### src/rtl/core/spm_pkg.sv
// Shared types, widths and constants for the stereo pan mixer.
package spm_pkg;

  localparam int SAMPLE_W    = 24;
  localparam int PAN_W       = 16;
  localparam int QUO_W       = 16;
  localparam int DIV_BITS    = 2;
  localparam int DIV_STAGES  = QUO_W / DIV_BITS;
  localparam int R_W         = 18;
  localparam int WGT_W       = 20;
  localparam int PROD_W      = SAMPLE_W + WGT_W;
  localparam int FRAC_SHIFT  = 17;
  localparam int SUM_W       = PROD_W + 1 - FRAC_SHIFT;
  localparam int ACC_W       = SUM_W + 1;

  localparam int CFG_IDX_W   = 8;
  localparam int CFG_DATA_W  = 16;

  localparam int IN_W        = 4 * SAMPLE_W + PAN_W;
  localparam int IN_TDATA_W  = ((IN_W + 7) / 8) * 8;
  localparam int OUT_W       = 2 * SAMPLE_W;
  localparam int OUT_TDATA_W = ((OUT_W + 7) / 8) * 8;

  localparam logic [CFG_IDX_W-1:0] REG_MIX_MODE  = CFG_IDX_W'(0);
  localparam logic [CFG_IDX_W-1:0] REG_PAN_SRC   = CFG_IDX_W'(1);
  localparam logic [CFG_IDX_W-1:0] REG_PAN_CONST = CFG_IDX_W'(2);

  localparam logic [QUO_W-1:0]       DEN_BIAS = QUO_W'(4096);
  localparam logic signed [R_W-1:0]  R_ONE    = R_W'(65536);
  localparam logic signed [WGT_W-1:0] W_ONE   = WGT_W'(65536);
  localparam logic signed [WGT_W-1:0] W_FOUR  = WGT_W'(262144);
  localparam logic signed [WGT_W-1:0] W_FIVE  = WGT_W'(327680);

  localparam logic signed [ACC_W-1:0] SAT_MAX = ACC_W'((64'sd1 <<< (SAMPLE_W - 1)) - 64'sd1);
  localparam logic signed [ACC_W-1:0] SAT_MIN = -SAT_MAX - ACC_W'(1);

  typedef enum logic [1:0] {
    MODE_REPLACE = 2'd0,
    MODE_ACCUM   = 2'd1,
    MODE_MONO    = 2'd2
  } mix_mode_t;

  typedef logic signed [SAMPLE_W-1:0] sample_t;
  typedef logic signed [WGT_W-1:0]    weight_t;
  typedef logic signed [PROD_W-1:0]   prod_word_t;
  typedef logic signed [SUM_W-1:0]    sum_word_t;

  typedef struct packed {
    sample_t   left;
    sample_t   right;
    sample_t   prior_left;
    sample_t   prior_right;
    logic      last;
    mix_mode_t mode;
  } smp_t;

  typedef struct packed {
    logic [QUO_W-1:0] rem;
    logic [QUO_W-1:0] den;
    logic [QUO_W-1:0] quo;
    logic             neg;
    smp_t             smp;
  } div_t;

  typedef struct packed {
    prod_word_t pa;
    prod_word_t pb;
    prod_word_t pc;
    prod_word_t pd;
    sample_t    prior_left;
    sample_t    prior_right;
    logic       last;
    logic       acc;
  } prod_t;

endpackage

### src/rtl/core/spm_accum_sat.sv
// Product sums with floor scaling, prior-sample accumulate, saturation and output word.
module spm_accum_sat import spm_pkg::*; (
  input  logic    clk,
  input  logic    rst,
  input  logic    adv,
  input  logic    in_valid,
  input  prod_t   in_data,
  output logic    out_valid,
  output sample_t left_out,
  output sample_t right_out,
  output logic    clipped,
  output logic    last_out
);

  logic signed [PROD_W:0] lsum;
  logic signed [PROD_W:0] rsum;

  logic      sv;
  sum_word_t sl;
  sum_word_t sr;
  sample_t   spl;
  sample_t   spr;
  logic      slast;
  logic      sacc;

  logic signed [ACC_W-1:0] lacc;
  logic signed [ACC_W-1:0] racc;
  logic                    lhi;
  logic                    llo;
  logic                    rhi;
  logic                    rlo;

  always_comb begin
    lsum = (PROD_W+1)'(in_data.pa) + (PROD_W+1)'(in_data.pb);
    rsum = (PROD_W+1)'(in_data.pc) + (PROD_W+1)'(in_data.pd);
  end

  always_comb begin
    lacc = {sl[SUM_W-1], sl};
    racc = {sr[SUM_W-1], sr};
    if (sacc) begin
      lacc = lacc + {{(ACC_W-SAMPLE_W){spl[SAMPLE_W-1]}}, spl};
      racc = racc + {{(ACC_W-SAMPLE_W){spr[SAMPLE_W-1]}}, spr};
    end
    lhi = lacc > SAT_MAX;
    llo = lacc < SAT_MIN;
    rhi = racc > SAT_MAX;
    rlo = racc < SAT_MIN;
  end

  always_ff @(posedge clk) begin
    if (rst) begin
      sv        <= 1'b0;
      out_valid <= 1'b0;
    end else if (adv) begin
      sv        <= in_valid;
      out_valid <= sv;
    end
  end

  always_ff @(posedge clk) begin
    if (adv) begin
      sl    <= lsum[PROD_W:FRAC_SHIFT];
      sr    <= rsum[PROD_W:FRAC_SHIFT];
      spl   <= in_data.prior_left;
      spr   <= in_data.prior_right;
      slast <= in_data.last;
      sacc  <= in_data.acc;
      left_out  <= lhi ? SAT_MAX[SAMPLE_W-1:0] : (llo ? SAT_MIN[SAMPLE_W-1:0]
                                                      : lacc[SAMPLE_W-1:0]);
      right_out <= rhi ? SAT_MAX[SAMPLE_W-1:0] : (rlo ? SAT_MIN[SAMPLE_W-1:0]
                                                      : racc[SAMPLE_W-1:0]);
      clipped   <= lhi || llo || rhi || rlo;
      last_out  <= slast;
    end
  end

`ifndef ASSERT_OFF
  a_clip_at_rail: assert property (@(posedge clk) disable iff (rst)
    out_valid && clipped |->
      left_out == SAT_MAX[SAMPLE_W-1:0] || left_out == SAT_MIN[SAMPLE_W-1:0] ||
      right_out == SAT_MAX[SAMPLE_W-1:0] || right_out == SAT_MIN[SAMPLE_W-1:0])
    else $error("clip flag set without a saturated sample");
  a_replace_no_clip: assert property (@(posedge clk) disable iff (rst)
    adv && sv && !sacc && !lhi && !llo && !rhi && !rlo |=> !clipped)
    else $error("clip flag set for an in-range word");
`endif

endmodule

### config.mk
export PLATFORM = sky130hd
export DESIGN_NAME = spm_accum_sat
export DESIGN_NICKNAME = d
export VERILOG_FILES = /design/src/rtl/core/spm_pkg.sv /design/src/rtl/core/spm_accum_sat.sv
export SDC_FILE = /design/constraint.sdc
export NUM_CORES = 1
export LEC_CHECK = 0
export CAP_MARGIN = 0
export CORE_ASPECT_RATIO = 0.75
export CORE_MARGIN = 3
export CORE_UTILIZATION = 59
export CTS_CLUSTER_SIZE = 12
export DETAILED_ROUTE_END_ITERATION = 12
export DONT_BUFFER_PORTS = 1
export PLACE_DENSITY = 0.75
export SYNTH_ARGS = -nofsm -noshare
export SYNTH_HDL_FRONTEND = slang
export SYNTH_SLANG_ARGS = --single-unit
### constraint.sdc
create_clock -name clk -period 3.6 [get_ports clk]
set_input_delay 0.9 -clock clk [delete_from_list [all_inputs] [get_ports clk]]
set_output_delay 0.9 -clock clk [all_outputs]
set_load 0.1 [all_outputs]
==> results by group <==
Drt
  – DR DRC count: 0
  – DRT Wirelength: 31730 um
  – TritonRoute pass-1 iters: 8
  – Vias: 10.03k
  – DRT iter0 DRCs: 962
  – Via density: 6.408
  – Routed Antenna Nets: 0
  – Avg WL per Cell: 20.28 um

Clocking
  – Hold-fix buffers, CTS: 0
  – CTS tree: done
  – Clk root buf: clkbuf_16
  – CTS Sinks: 158
  – Clk_lat worst skew: 0.45 ns
  – TritonCTS Buffers: 17
  – CTS Buffer Depth: 2
  – Clock transition at the registers of the reported paths: 0.07 ns
  – Htree depth: 4

Worst setup path
  – CP required: 3.79 ns
  – Setup crit end kind: flip-flop
  – CP startpoint kind: flip-flop
  – R2R Path End: right_out[12]$_SDFFCE_PN1P_
  – Crit path DAT: 3.93 ns
  – Reg2Reg Depth: 15
  – Crit Path Max Fanout: 7
  – Setup CP Type: reg2reg
  – Reg2reg start: sr[0]$_DFFE_PP_
  – R2r setup slk: -0.14 ns

Floorplanning
  – Site Rows: 44
  – Placeable Area: 19650 um^2
  – Die width: 170.8 um
  – I/O pins: 281
  – Die area: 22130 um^2
  – Chip Height: 129.6 um
  – Starting density of the core: 61.12%

Synth
  – Synth Net Count: 1570
  – Register area share after synthesis: 39.33%
  – Synth Warn #: 0
  – Synthesized area: 12010 um^2
  – Cells after Synth: 1196
  – Primary FF master, synth: edfxtp_1
  – Cell variety after synth: 78
  – Async SR Flop Fraction: 0%
  – Synth Area per Inst: 10.04 um^2
  – Post-synth EDFFs: 156
  – FF+latch count, synth: 158

Finish
  – Commonest non-fill, non-tap cell in the layout: edfxtp_1
  – # nets final: 1673
  – Share of layout cells above drive strength 1: 19.44%
  – Final core utilization: 72.70%
  – Area Overhead vs Synth: 18.94%
  – Commonest cells after routing, fill and taps aside: edfxtp_1, ha_1, a21oi_1, buf_4, nor2_1
  – N_diodes: 0
  – Non-Filler Instances: 1565

Timing
  – Final hold violations: 0
  – Tcrit/Tclk final: 104.0%
  – Worst setup margin: -0.1449 ns
  – Slew Limit Fails: 0
  – Maximum operating frequency: 0.2670 GHz
  – RSZ-0062 raised after global routing: yes
  – Min cycle time layout: 3.745 ns
  – Final Setup Violations: 44
  – Clock skew: 0.01237 ns
  – Rel. slew slack: 35.81%
  – Worst slew pin tran: 0.9649 ns

Power and ir drop
  – Pwr dens: 573.0 nW/um^2
  – Lkg Pwr: 5.838 nW
  – Worst vdd ir: 0.0003516 V

Placed design
  – Pre-CTS setup slack: -0.3874 ns
  – Post-DP HPWL: 23370 um
  – GP Congestion: 0.9283
  – Placed insts: 1505
  – I/O Buffers: 0

GRT
  – Largest net degree at the start of global routing: 159
  – Initial antenna violation count: 3
  – Gr usage total: 26.94%
  – Vias in the first global route: 9238
  – First-pass GRT wire length: 46930 um
  – GR Overflow Total: 0

Worst hold path
  – Hold path depth: 0
  – Hold Path Origin: slast$_DFFE_PP_
  – Min-Delay Endpoint: last_out$_DFFE_PP_
  – HP Class: reg2reg

Outcome
  – Outcome: complete, but fails checks
  – Failing checks: setup timing

Run
  – Max-Cap Viols: 0
-- per-stage QoR --
stage	area, um^2	hold slack [ns]	setup TNS [ns]	total power [mW]
2_1_floorplan	12030	0.4003	0	5.180
3_3_place_gp	12880	0.4122	-2.111	5.844
3_5_place_dp	12880	0.4136	-5.283	5.913
4_1_cts	13800	0.4340	-0.5039	7.868
5_1_grt	14290	0.4436	-7.175	8.553
6_report	14290	0.4329	-3.178	8.187
-- repair_timing --
action | 4_1_cts | 5_1_grt
gates cloned | 2 | 2
pin swaps | 15 | 41
resized for setup | 38 | 78
setup endpoints to repair | 47 | 53
buffers inserted | 15 | 9
-- how the worst max path moves through the flow --
stage | startpoint | to
2_1_floorplan | in_data[73] | sr[26]$_DFFE_PP_
3_3_place_gp | in_data[67] | sr[26]$_DFFE_PP_
3_5_place_dp | in_data[67] | sr[27]$_DFFE_PP_
4_1_cts | sl[0]$_DFFE_PP_ | left_out[18]$_SDFFCE_PN1P_
5_1_grt | sr[0]$_DFFE_PP_ | right_out[12]$_SDFFCE_PN1P_
6_report | sr[0]$_DFFE_PP_ | right_out[12]$_SDFFCE_PN1P_
-- critical path: stages (launching register included) --
cell,delay (ns)
edfxtp_1,0.39
ha_2,0.20
inv_2,0.06
fa_2,0.20
and2b_2,0.24
o31ai_4,0.29
a32oi_2,0.20
buf_4,0.18
o2111ai_4,0.31
a31oi_4,0.14
mux2i_2,0.19
o31ai_4,0.23
nand4b_1,0.26
buf_6,0.25
a221oi_2,0.26
nor2_1,0.08
-- cells by family (layout without fill, tap and decap cells) --
| family | count (synthesis) | in the layout | share of synthesized area [%] |
|---|---|---|---|
| compound gates | 403 | 404 | 22.64 |
| xor+xnor | 82 | 82 | 5.979 |
| fa+ha+maj | 144 | 144 | 15.12 |
| buf+inv | 72 | 187 | 2.500 |
| flops | 158 | 158 | 39.33 |
| mux | 19 | 19 | 1.604 |
| simple gates | 318 | 318 | 12.82 |
-- final cells by class --
class                   instances  area [um^2]
multi-input cells             967         7525
well taps                     253        316.6
repair buffers                114        970.9
flip-flops and latches        158         4725
clock inverters                15        171.4
clock buffers                  17        425.4
inverters                      41        153.9
fillers                      1407         5366
-- registers in the layout (all words and copies together), names as in the netlist, 24 cells and up --
| signal | count |
|---|---|
| sl | 28 |
| sr | 28 |
| left_out | 24 |
| right_out | 24 |
| spl | 24 |
| spr | 24 |
-- metal layers --
| layer | vias to the layer above | global-route usage (%) | wire, um |
|---|---|---|---|
| li1 | 4811 | - | - |
| met1 | 4662 | 38.48 | 13980 |
| met2 | 502 | 40.56 | 14110 |
| met3 | 50 | 7.045 | 3069 |
| met4 | 4 | 8.107 | 556 |
| met5 | - | 0 | 21 |
-- cells in the mapped netlist, types with 4 or more instances --
library cell | count | area, um^2
inv_1 | 41 | 153.9
nand2b_1 | 20 | 125.1
mux2i_1 | 17 | 170.2
a2111oi_0 | 4 | 35.03
nor3_1 | 36 | 180.2
o21bai_1 | 9 | 67.56
o31ai_1 | 4 | 30.03
o21a_1 | 16 | 120.1
a211oi_1 | 11 | 82.58
xnor2_1 | 49 | 429.2
buf_2 | 6 | 30.03
o31a_1 | 5 | 43.79
and3_1 | 14 | 87.58
nand2_1 | 74 | 277.8
a2bb2oi_1 | 7 | 61.31
and2_1 | 6 | 37.54
ha_1 | 142 | 1777
o21ai_1 | 6 | 30.03
o21ai_0 | 79 | 395.4
a21o_1 | 54 | 405.4
clkbuf_1 | 20 | 75.07
a21oi_2 | 10 | 87.58
a21oi_1 | 111 | 555.5
nand4_1 | 16 | 100.1
o211ai_1 | 10 | 75.07
o2111ai_1 | 4 | 35.03
nor2_1 | 94 | 352.8
edfxtp_1 | 156 | 4684
a31oi_1 | 10 | 62.56
a221oi_1 | 15 | 131.4
nand3_1 | 18 | 90.09
or3_1 | 6 | 37.54
xor2_1 | 33 | 289.0
nand3b_1 | 5 | 37.54
nor2b_1 | 12 | 75.07
-- power by group --
part           total [mW]  switching, mW  internal (mW)  leakage (nW)
Clock                1.80          0.865          0.931         0.284
Sequential           3.37          0.971           2.40          1.54
Combinational        3.02           1.67           1.35          4.01
(Power assumes the default switching activity.)
