===== src/rtl/core/spm_pkg.sv =====
// Shared types, widths and constants for the stereo pan mixer.
package spm_pkg;

  localparam int SAMPLE_W    = 24;
  localparam int PAN_W       = 16;
  localparam int QUO_W       = 16;
  localparam int DIV_BITS    = 2;
  localparam int DIV_STAGES  = QUO_W / DIV_BITS;
  localparam int R_W         = 18;
  localparam int WGT_W       = 20;
  localparam int PROD_W      = SAMPLE_W + WGT_W;
  localparam int FRAC_SHIFT  = 17;
  localparam int SUM_W       = PROD_W + 1 - FRAC_SHIFT;
  localparam int ACC_W       = SUM_W + 1;

  localparam int CFG_IDX_W   = 8;
  localparam int CFG_DATA_W  = 16;

  localparam int IN_W        = 4 * SAMPLE_W + PAN_W;
  localparam int IN_TDATA_W  = ((IN_W + 7) / 8) * 8;
  localparam int OUT_W       = 2 * SAMPLE_W;
  localparam int OUT_TDATA_W = ((OUT_W + 7) / 8) * 8;

  localparam logic [CFG_IDX_W-1:0] REG_MIX_MODE  = CFG_IDX_W'(0);
  localparam logic [CFG_IDX_W-1:0] REG_PAN_SRC   = CFG_IDX_W'(1);
  localparam logic [CFG_IDX_W-1:0] REG_PAN_CONST = CFG_IDX_W'(2);

  localparam logic [QUO_W-1:0]       DEN_BIAS = QUO_W'(4096);
  localparam logic signed [R_W-1:0]  R_ONE    = R_W'(65536);
  localparam logic signed [WGT_W-1:0] W_ONE   = WGT_W'(65536);
  localparam logic signed [WGT_W-1:0] W_FOUR  = WGT_W'(262144);
  localparam logic signed [WGT_W-1:0] W_FIVE  = WGT_W'(327680);

  localparam logic signed [ACC_W-1:0] SAT_MAX = ACC_W'((64'sd1 <<< (SAMPLE_W - 1)) - 64'sd1);
  localparam logic signed [ACC_W-1:0] SAT_MIN = -SAT_MAX - ACC_W'(1);

  typedef enum logic [1:0] {
    MODE_REPLACE = 2'd0,
    MODE_ACCUM   = 2'd1,
    MODE_MONO    = 2'd2
  } mix_mode_t;

  typedef logic signed [SAMPLE_W-1:0] sample_t;
  typedef logic signed [WGT_W-1:0]    weight_t;
  typedef logic signed [PROD_W-1:0]   prod_word_t;
  typedef logic signed [SUM_W-1:0]    sum_word_t;

  typedef struct packed {
    sample_t   left;
    sample_t   right;
    sample_t   prior_left;
    sample_t   prior_right;
    logic      last;
    mix_mode_t mode;
  } smp_t;

  typedef struct packed {
    logic [QUO_W-1:0] rem;
    logic [QUO_W-1:0] den;
    logic [QUO_W-1:0] quo;
    logic             neg;
    smp_t             smp;
  } div_t;

  typedef struct packed {
    prod_word_t pa;
    prod_word_t pb;
    prod_word_t pc;
    prod_word_t pd;
    sample_t    prior_left;
    sample_t    prior_right;
    logic       last;
    logic       acc;
  } prod_t;

endpackage


===== src/rtl/core/spm_div_stage.sv =====
// One pipeline stage of the pan quotient divider, two restoring steps per stage.
module spm_div_stage import spm_pkg::*; (
  input  logic clk,
  input  logic rst,
  input  logic adv,
  input  logic in_valid,
  input  div_t in_data,
  output logic out_valid,
  output div_t out_data
);

  logic [QUO_W:0]   t1;
  logic [QUO_W:0]   t2;
  logic [QUO_W-1:0] r1;
  logic [QUO_W-1:0] r2;
  logic             b1;
  logic             b2;
  div_t             step;

  always_comb begin
    t1 = {in_data.rem, 1'b0};
    b1 = t1 >= {1'b0, in_data.den};
    r1 = b1 ? QUO_W'(t1 - {1'b0, in_data.den}) : t1[QUO_W-1:0];
    t2 = {r1, 1'b0};
    b2 = t2 >= {1'b0, in_data.den};
    r2 = b2 ? QUO_W'(t2 - {1'b0, in_data.den}) : t2[QUO_W-1:0];
    step     = in_data;
    step.rem = r2;
    step.quo = {in_data.quo[QUO_W-DIV_BITS-1:0], b1, b2};
  end

  always_ff @(posedge clk) begin
    if (rst) begin
      out_valid <= 1'b0;
    end else if (adv) begin
      out_valid <= in_valid;
    end
  end

  always_ff @(posedge clk) begin
    if (adv) begin
      out_data <= step;
    end
  end

`ifndef ASSERT_OFF
  a_rem_below_den: assert property (@(posedge clk) disable iff (rst)
    out_valid |-> out_data.rem < out_data.den)
    else $error("divider remainder not below divisor");
`endif

endmodule


===== config.mk =====
export PLATFORM = sky130hd
export DESIGN_NAME = spm_div_stage
export DESIGN_NICKNAME = d
export VERILOG_FILES = /design/src/rtl/core/spm_pkg.sv /design/src/rtl/core/spm_div_stage.sv
export SDC_FILE = /design/constraint.sdc
export NUM_CORES = 1
export LEC_CHECK = 0
export ABC_CLOCK_PERIOD_IN_PS = 5200
export BUFFER_PORTS_ARGS = -buffer_cell sky130_fd_sc_hd__clkbuf_2
export CAP_MARGIN = 20
export CORE_ASPECT_RATIO = 1.5
export CORE_MARGIN = 4
export CORE_UTILIZATION = 42
export CTS_CLUSTER_DIAMETER = 120
export CTS_CLUSTER_SIZE = 24
export DETAILED_ROUTE_END_ITERATION = 10
export PLACE_DENSITY = 0.82
export SETUP_SLACK_MARGIN = 0.4
export SLEW_MARGIN = 20
export SYNTH_ARGS = -nofsm -noshare
export SYNTH_HDL_FRONTEND = slang
export SYNTH_SLANG_ARGS = --single-unit

===== constraint.sdc =====
create_clock -name clk -period 5.2 [get_ports clk]
set_input_delay 0.78 -clock clk [delete_from_list [all_inputs] [get_ports clk]]
set_output_delay 0.78 -clock clk [all_outputs]
set_load 0.05 [all_outputs]

==> results of run 1 <==
[power by group through the flow]
| stage | sequential [mW] | combinational (mW) | clock (mW) |
|---|---|---|---|
| final | 1.51 | 1.23 | 1.21 |
| after global routing | 1.52 | 1.31 | 1.30 |
| after CTS | 1.51 | 1.23 | 1.25 |
| after detailed placement | 1.54 | 1.22 | 0 |
| after global placement | 1.54 | 1.21 | 0 |
| after floorplan | 1.99 | 0.439 | 0 |
[cell usage after synthesis (all sizes together), types with 7 or more instances]
library cell	instances	area share
ha	31	0.060
a21oi	29	0.024
o21a	8	0.0093
inv	21	0.012
mux2	23	0.044
xor2	7	0.0095
xnor2	19	0.026
o21ai	14	0.011
nand2	12	0.0070
a21o	11	0.013
nor2	21	0.012
edfxtp	148	0.69
[layer usage]
layer | track usage | vias up | wire length (µm)
met5 | 0 | - | 0
met4 | 0.0764 | 0 | 432
met2 | 0.379 | 200 | 9860
met3 | 0.0744 | 30 | 1720
li1 | - | 2266 | -
met1 | 0.186 | 2199 | 5620
[area by class of cell]
type / count / area [µm²] / area share
sequential: 149 / 4460 / 0.490
inverter: 21 / 81.3 / 0.00892
antenna: 1 / 2.50 / 0.000274
tap: 199 / 249 / 0.0273
timing repair buffer: 325 / 1720 / 0.188
clock inverter: 15 / 184 / 0.0202
clock buffer: 17 / 425 / 0.0467
multi-input combinational: 233 / 2000 / 0.219
[cell families after synthesis]
group | share of synthesized area
muxes | 0.0458
AOI/OAI and AO/OA | 0.0932
xor gates and xnor gates | 0.0354
buffers and inverters | 0.0194
DFF | 0.693
and+or+nand+nor | 0.0497
adders and majority gates | 0.0633
[critical path: stages]
cell      delay, ns
clkbuf_2       0.10
inv_1          0.09
ha_2           0.33
a21oi_2        0.17
o211ai_1       0.13
a211o_1        0.29
a31o_4         0.22
a21oi_4        0.20
inv_4          0.09
buf_4          0.15
mux2_2         0.29
ha_1           0.31
a21o_1         0.19
a21oi_1        0.18
o31ai_2        0.12
o22ai_2        0.22
o211a_1        0.20
o311a_4        0.21
buf_12         0.14
mux2_2         0.34
[state kept, by name, summed over array words and instances, names as in the netlist]
name / cells
out_data: 148
out_valid: 1
[how the worst min path moves through the flow]
stage / start / end / cells past startpoint
CTS: rst / out_valid$_SDFFE_PP0P_ / 2
floorplan: out_valid$_SDFFE_PP0P_ / out_valid$_SDFFE_PP0P_ / 2
detailed placement: out_valid$_SDFFE_PP0P_ / out_valid$_SDFFE_PP0P_ / 2
global route: rst / out_valid$_SDFFE_PP0P_ / 2
global placement: out_valid$_SDFFE_PP0P_ / out_valid$_SDFFE_PP0P_ / 2
finish: rst / out_valid$_SDFFE_PP0P_ / 2
[repair_timing]
action	4_1_cts	5_1_grt
setup endpoints to repair	0	15
setup buffers	0	1
gates resized for setup	0	7
[stage by stage]
step	hold slack, ns	area, µm²	setup slack (ns)	total power, mW	instances
3_3_place_gp	0.482	8460	0.0482	2.74	926
6_report	0.527	9120	0.613	3.96	960
5_1_grt	0.507	9120	0.400	4.14	960
4_1_cts	0.506	9070	0.446	3.99	958
3_5_place_dp	0.518	8460	0.00686	2.76	926
2_1_floorplan	0.733	6560	0.405	2.43	409
==> results.sh, run 1 <==
export IMPL_synth_ff_type="edfxtp_1"
export IMPL_tns_ns=0
export IMPL_via_per_inst=4.89
export IMPL_endpoint_kind="flop"
export IMPL_p_seq_frac=0.382
export IMPL_n_fill_cell=1235
export IMPL_cts_hold_buf=0
export IMPL_cts_clk_slew_worst_paths_ns=0.07
export IMPL_p_sw_mw=1.41
export IMPL_drive_gt1_frac=0.532
export IMPL_root_buffer="clkbuf_16"
export IMPL_cap_violations=0
export IMPL_synth_edf_count=148
export IMPL_tightest_slew_ns=0.914
export IMPL_rr_endpoint="out_valid$_SDFFE_PP0P_"
export IMPL_syn2layout_area_growth_pct=41.6
export IMPL_die_area_um2=17400
export IMPL_skew_ns=0
export IMPL_cts_htree_levels=4
export IMPL_synth_seq_cells=149
export IMPL_vias=4695
export IMPL_seq_area_frac_synth=0.693
export IMPL_p_per_area_nw_per_um2=434
export IMPL_setup_viol=0
export IMPL_fin_crit_ns=4.59
export IMPL_ios=301
export IMPL_io_buffers=298
export IMPL_async_flop_share=0
export IMPL_grt_pass1_vias=4800
export IMPL_reg2reg_slack_ns=4.61
export IMPL_ant_nets=0
export IMPL_syn_area_per_cell_um2=15.7
export IMPL_grt_max_degree=106
export IMPL_grtUsageTotal=0.199
export IMPL_fin_util=0.605
export IMPL_synthesis_area_um2=6440
export IMPL_grt_pass1_wl_um=25800
export IMPL_irDropWorstVdd_mv=0.240
export IMPL_die_y_um=160
export IMPL_crit_required_ns=5.36
export IMPL_leakage_nw=4.05
export IMPL_rr_worst_depth=2
export IMPL_clock_power_share=0.306
export IMPL_ys_warn_count=0
export IMPL_drc=0
export IMPL_die_w_um=109
export IMPL_worstReg2RegStart="out_valid$_SDFFE_PP0P_"
export IMPL_worstSetupPathType="input pin to flop"
export IMPL_cts_buffers=17
export IMPL_antenna_found_initial=1
export IMPL_tritoncts="built"
export IMPL_drt_iter0_drc=229
export IMPL_core_area_um2=15100
export IMPL_final_cell_mix="clkbuf_2, edfxtp_1, ha_1, buf_4, a21oi_1"
export IMPL_row_count=55
export IMPL_clock_path_buffers=2
export IMPL_hold_class="input pin to flop"
export IMPL_overflow=0
export IMPL_slew_headroom=0.391
export IMPL_switching_share=0.355
export IMPL_arrival_ns=4.75
export IMPL_rsz0062_at_grt="false"
export IMPL_endpoint="out_data[135]$_DFFE_PP_"
export IMPL_layout_commonest_cell="clkbuf_2"
export IMPL_place_gp_congestion=0.879
export IMPL_final_nets=931
export IMPL_max_freq_mhz=218
export IMPL_netlist_instances=409
export IMPL_synth_nets=593
export IMPL_combinationalPowerShare=0.312
export IMPL_finalWirelength_um=17600
export IMPL_synth_cell_type_count=49
export IMPL_start_util=0.427
export IMPL_crit_path_start_kind="input pin"
export IMPL_status="completed"
export IMPL_numClockSinks=149
export IMPL_path_max_fanout=10
export IMPL_critical_path_startpoint="in_data[127]"
export IMPL_slew_viol_final=0
export IMPL_clk_latency_ns=0.41
export IMPL_finalHoldViolations=0
export IMPL_dpl_hpwl_um=14200
export IMPL_first_pass_iters=4
export IMPL_p_int_mw=2.55
export IMPL_fin_crit_sh=0.882
export IMPL_wl_per_cell_um=18.4
(Power assumes the default switching activity.)
==> inputs of run 2 (changes only) <==
Settings changed: ABC_CLOCK_PERIOD_IN_PS 5200 to 5100, CORE_UTILIZATION 42 to 46, PLACE_DENSITY 0.82 to 0.85.
Clock period 5.2 ns to 5.1 ns, I/O delays scaled along.
==> results.sh, run 2 (synthesized netlist as in run 1, its figures left out) <==
export IMPL_tightest_slew_ns=0.918
export IMPL_cts_clk_slew_worst_paths_ns=0.06
export IMPL_root_buffer="clkbuf_16"
export IMPL_crit_chain="buf_4 -> inv_16 -> ha_4 -> nor2b_4 -> o31a_1 -> o211a_1 -> a31o_4 -> a21oi_4 -> inv_4 -> mux2_2 -> ha_4 -> a21o_1 -> a2111oi_4 -> o31ai_4 -> o22ai_2 -> o211a_1 -> o311a_4 -> buf_12 -> mux2_2"
export IMPL_seq_area_um2=4460
export IMPL_top_register="out_data"
export IMPL_drive_gt1_frac=0.554
export IMPL_slew_viol_final=0
export IMPL_p_per_area_nw_per_um2=447
export IMPL_reg_top3="out_data (148), out_valid (1)"
export IMPL_wl_per_cell_um=19.9
export IMPL_drc=0
export IMPL_slew_headroom=0.388
export IMPL_numClockSinks=149
export IMPL_ios=301
export IMPL_p_int_mw=2.75
export IMPL_dpl_hpwl_um=14900
export IMPL_hold_class="flop to flop"
export IMPL_syn2layout_area_growth_pct=44.7
export IMPL_n_fill_cell=942
export IMPL_clock_power_share=0.312
export IMPL_multi_input_area_um2=2060
export IMPL_leakage_nw=4.16
export IMPL_finalHoldViolations=0
export IMPL_tritoncts="built"
export IMPL_path_max_fanout=12
export IMPL_row_count=52
export IMPL_crit_required_ns=5.27
export IMPL_final_area_um2=9320
export IMPL_skew_ns=0
export IMPL_place_gp_congestion=0.889
export IMPL_grt_pass1_vias=5239
export IMPL_fin_crit_sh=0.912
export IMPL_combinationalPowerShare=0.317
export IMPL_arrival_ns=4.82
export IMPL_endpoint_kind="flop"
export IMPL_largest_register_ffs=148
export IMPL_worstSetupPathType="input pin to flop"
export IMPL_grt_max_degree=104
export IMPL_clock_path_buffers=2
export IMPL_rsz0062_at_grt="true"
export IMPL_layout_commonest_cell="clkbuf_2"
export IMPL_grtUsageTotal=0.229
export IMPL_crit_slowest_cell="a2111oi_4"
export IMPL_num_antenna_cells=0
export IMPL_overflow=0
export IMPL_first_pass_iters=5
export IMPL_fin_cells=943
export IMPL_switching_share=0.339
export IMPL_p_seq_frac=0.371
export IMPL_dp_cells=910
export IMPL_crit_path_start_kind="input pin"
export IMPL_fin_crit_ns=4.65
export IMPL_max_freq_mhz=215
export IMPL_core_area_um2=13600
export IMPL_antenna_found_initial=0
export IMPL_clk_latency_ns=0.42
export IMPL_die_area_um2=16000
export IMPL_cts_buffers=17
export IMPL_drt_iter0_drc=239
export IMPL_dpl_cell_area_um2=8620
export IMPL_status="completed"
export IMPL_final_cell_mix="clkbuf_2, edfxtp_1, buf_4"
export IMPL_final_nets=952
export IMPL_setup_viol=0
export IMPL_cap_violations=0
export IMPL_hold_slack_ns=0.499
export IMPL_io_buffers=298
export IMPL_cts_htree_levels=4
export IMPL_slowest_delay_ns=0.38
export IMPL_cts_hold_buf=0
export IMPL_die_y_um=153
export IMPL_vias=4924
export IMPL_die_w_um=105
export IMPL_ant_nets=0
export IMPL_path_buf_inv=4
export IMPL_cp_top_family="compound AO/OA/AOI/OAI gates"
export IMPL_finalWirelength_um=18800
export IMPL_irDropWorstVdd_mv=0.254
export IMPL_start_util=0.474
export IMPL_grt_pass1_wl_um=27900
export IMPL_p_sw_mw=1.41
export IMPL_via_per_inst=5.22
-- run 2: cell count changes in the layout (fill, tap and decap cells not counted), sizes merged --
cell and change:
diode -1, buf +22, clkinvlp +2, bufinv +3, clkbuf -1, clkinv -5
-- run 2: timing repair --
item,4_1_cts,5_1_grt
setup endpoints to repair,15,15
setup buffers,1,0
resized for setup,2,14
pin swaps,1,1
-- run 2: worst register-to-register path, stage by stage (launching register included) --
cell and delay, ns:
dfxtp_1 0.31, mux2i_1 0.12, nor2_1 0.05
-- run 2: cell type report --
class | count | area share
clock buffers | 17 | 0.0456
inverters | 21 | 0.0109
repair buffers | 346 | 0.201
multi-input cells | 233 | 0.221
well taps | 162 | 0.0217
flip-flops and latches | 149 | 0.479
clock inverters | 15 | 0.0205
-- run 2: final timing paths --
path | start | endpoint | cells past startpoint | slack (ns)
max | in_data[117] | out_data[138]$_DFFE_PP_ | 19 | 0.45
min | out_valid$_SDFFE_PP0P_ | out_valid$_SDFFE_PP0P_ | 2 | 0.50
max reg2reg | out_valid$_SDFFE_PP0P_ | out_valid$_SDFFE_PP0P_ | 2 | 4.52
min reg2reg | out_valid$_SDFFE_PP0P_ | out_valid$_SDFFE_PP0P_ | 2 | 0.50
-- run 2: per-layer routing --
metal | global-route usage | share of wire | vias up
met1 | 0.216 | 0.33 | 2355
li1 | - | - | 2304
met5 | 0 | 0 | -
met2 | 0.429 | 0.55 | 230
met3 | 0.101 | 0.098 | 35
met4 | 0.0894 | 0.023 | 0
-- run 2: stage by stage --
stage,TNS [ns],power (mW),setup slack (ns),utilization
after floorplan,0,2.48,0.379,-
after global placement,-1.23,2.83,-0.0988,0.634
after detailed placement,-2.33,2.86,-0.178,0.634
after CTS,0,4.17,0.407,0.681
after global routing,0,4.33,0.389,0.686
final,0,4.17,0.446,0.686
-- run 2: power groups by stage --
stage	Sequential, mW	Clock, mW	Combinational (mW)
finish	1.55	1.30	1.32
global placement	1.57	0	1.27
floorplan	2.03	0	0.454
detailed placement	1.57	0	1.29
CTS	1.55	1.32	1.30
global route	1.56	1.38	1.39
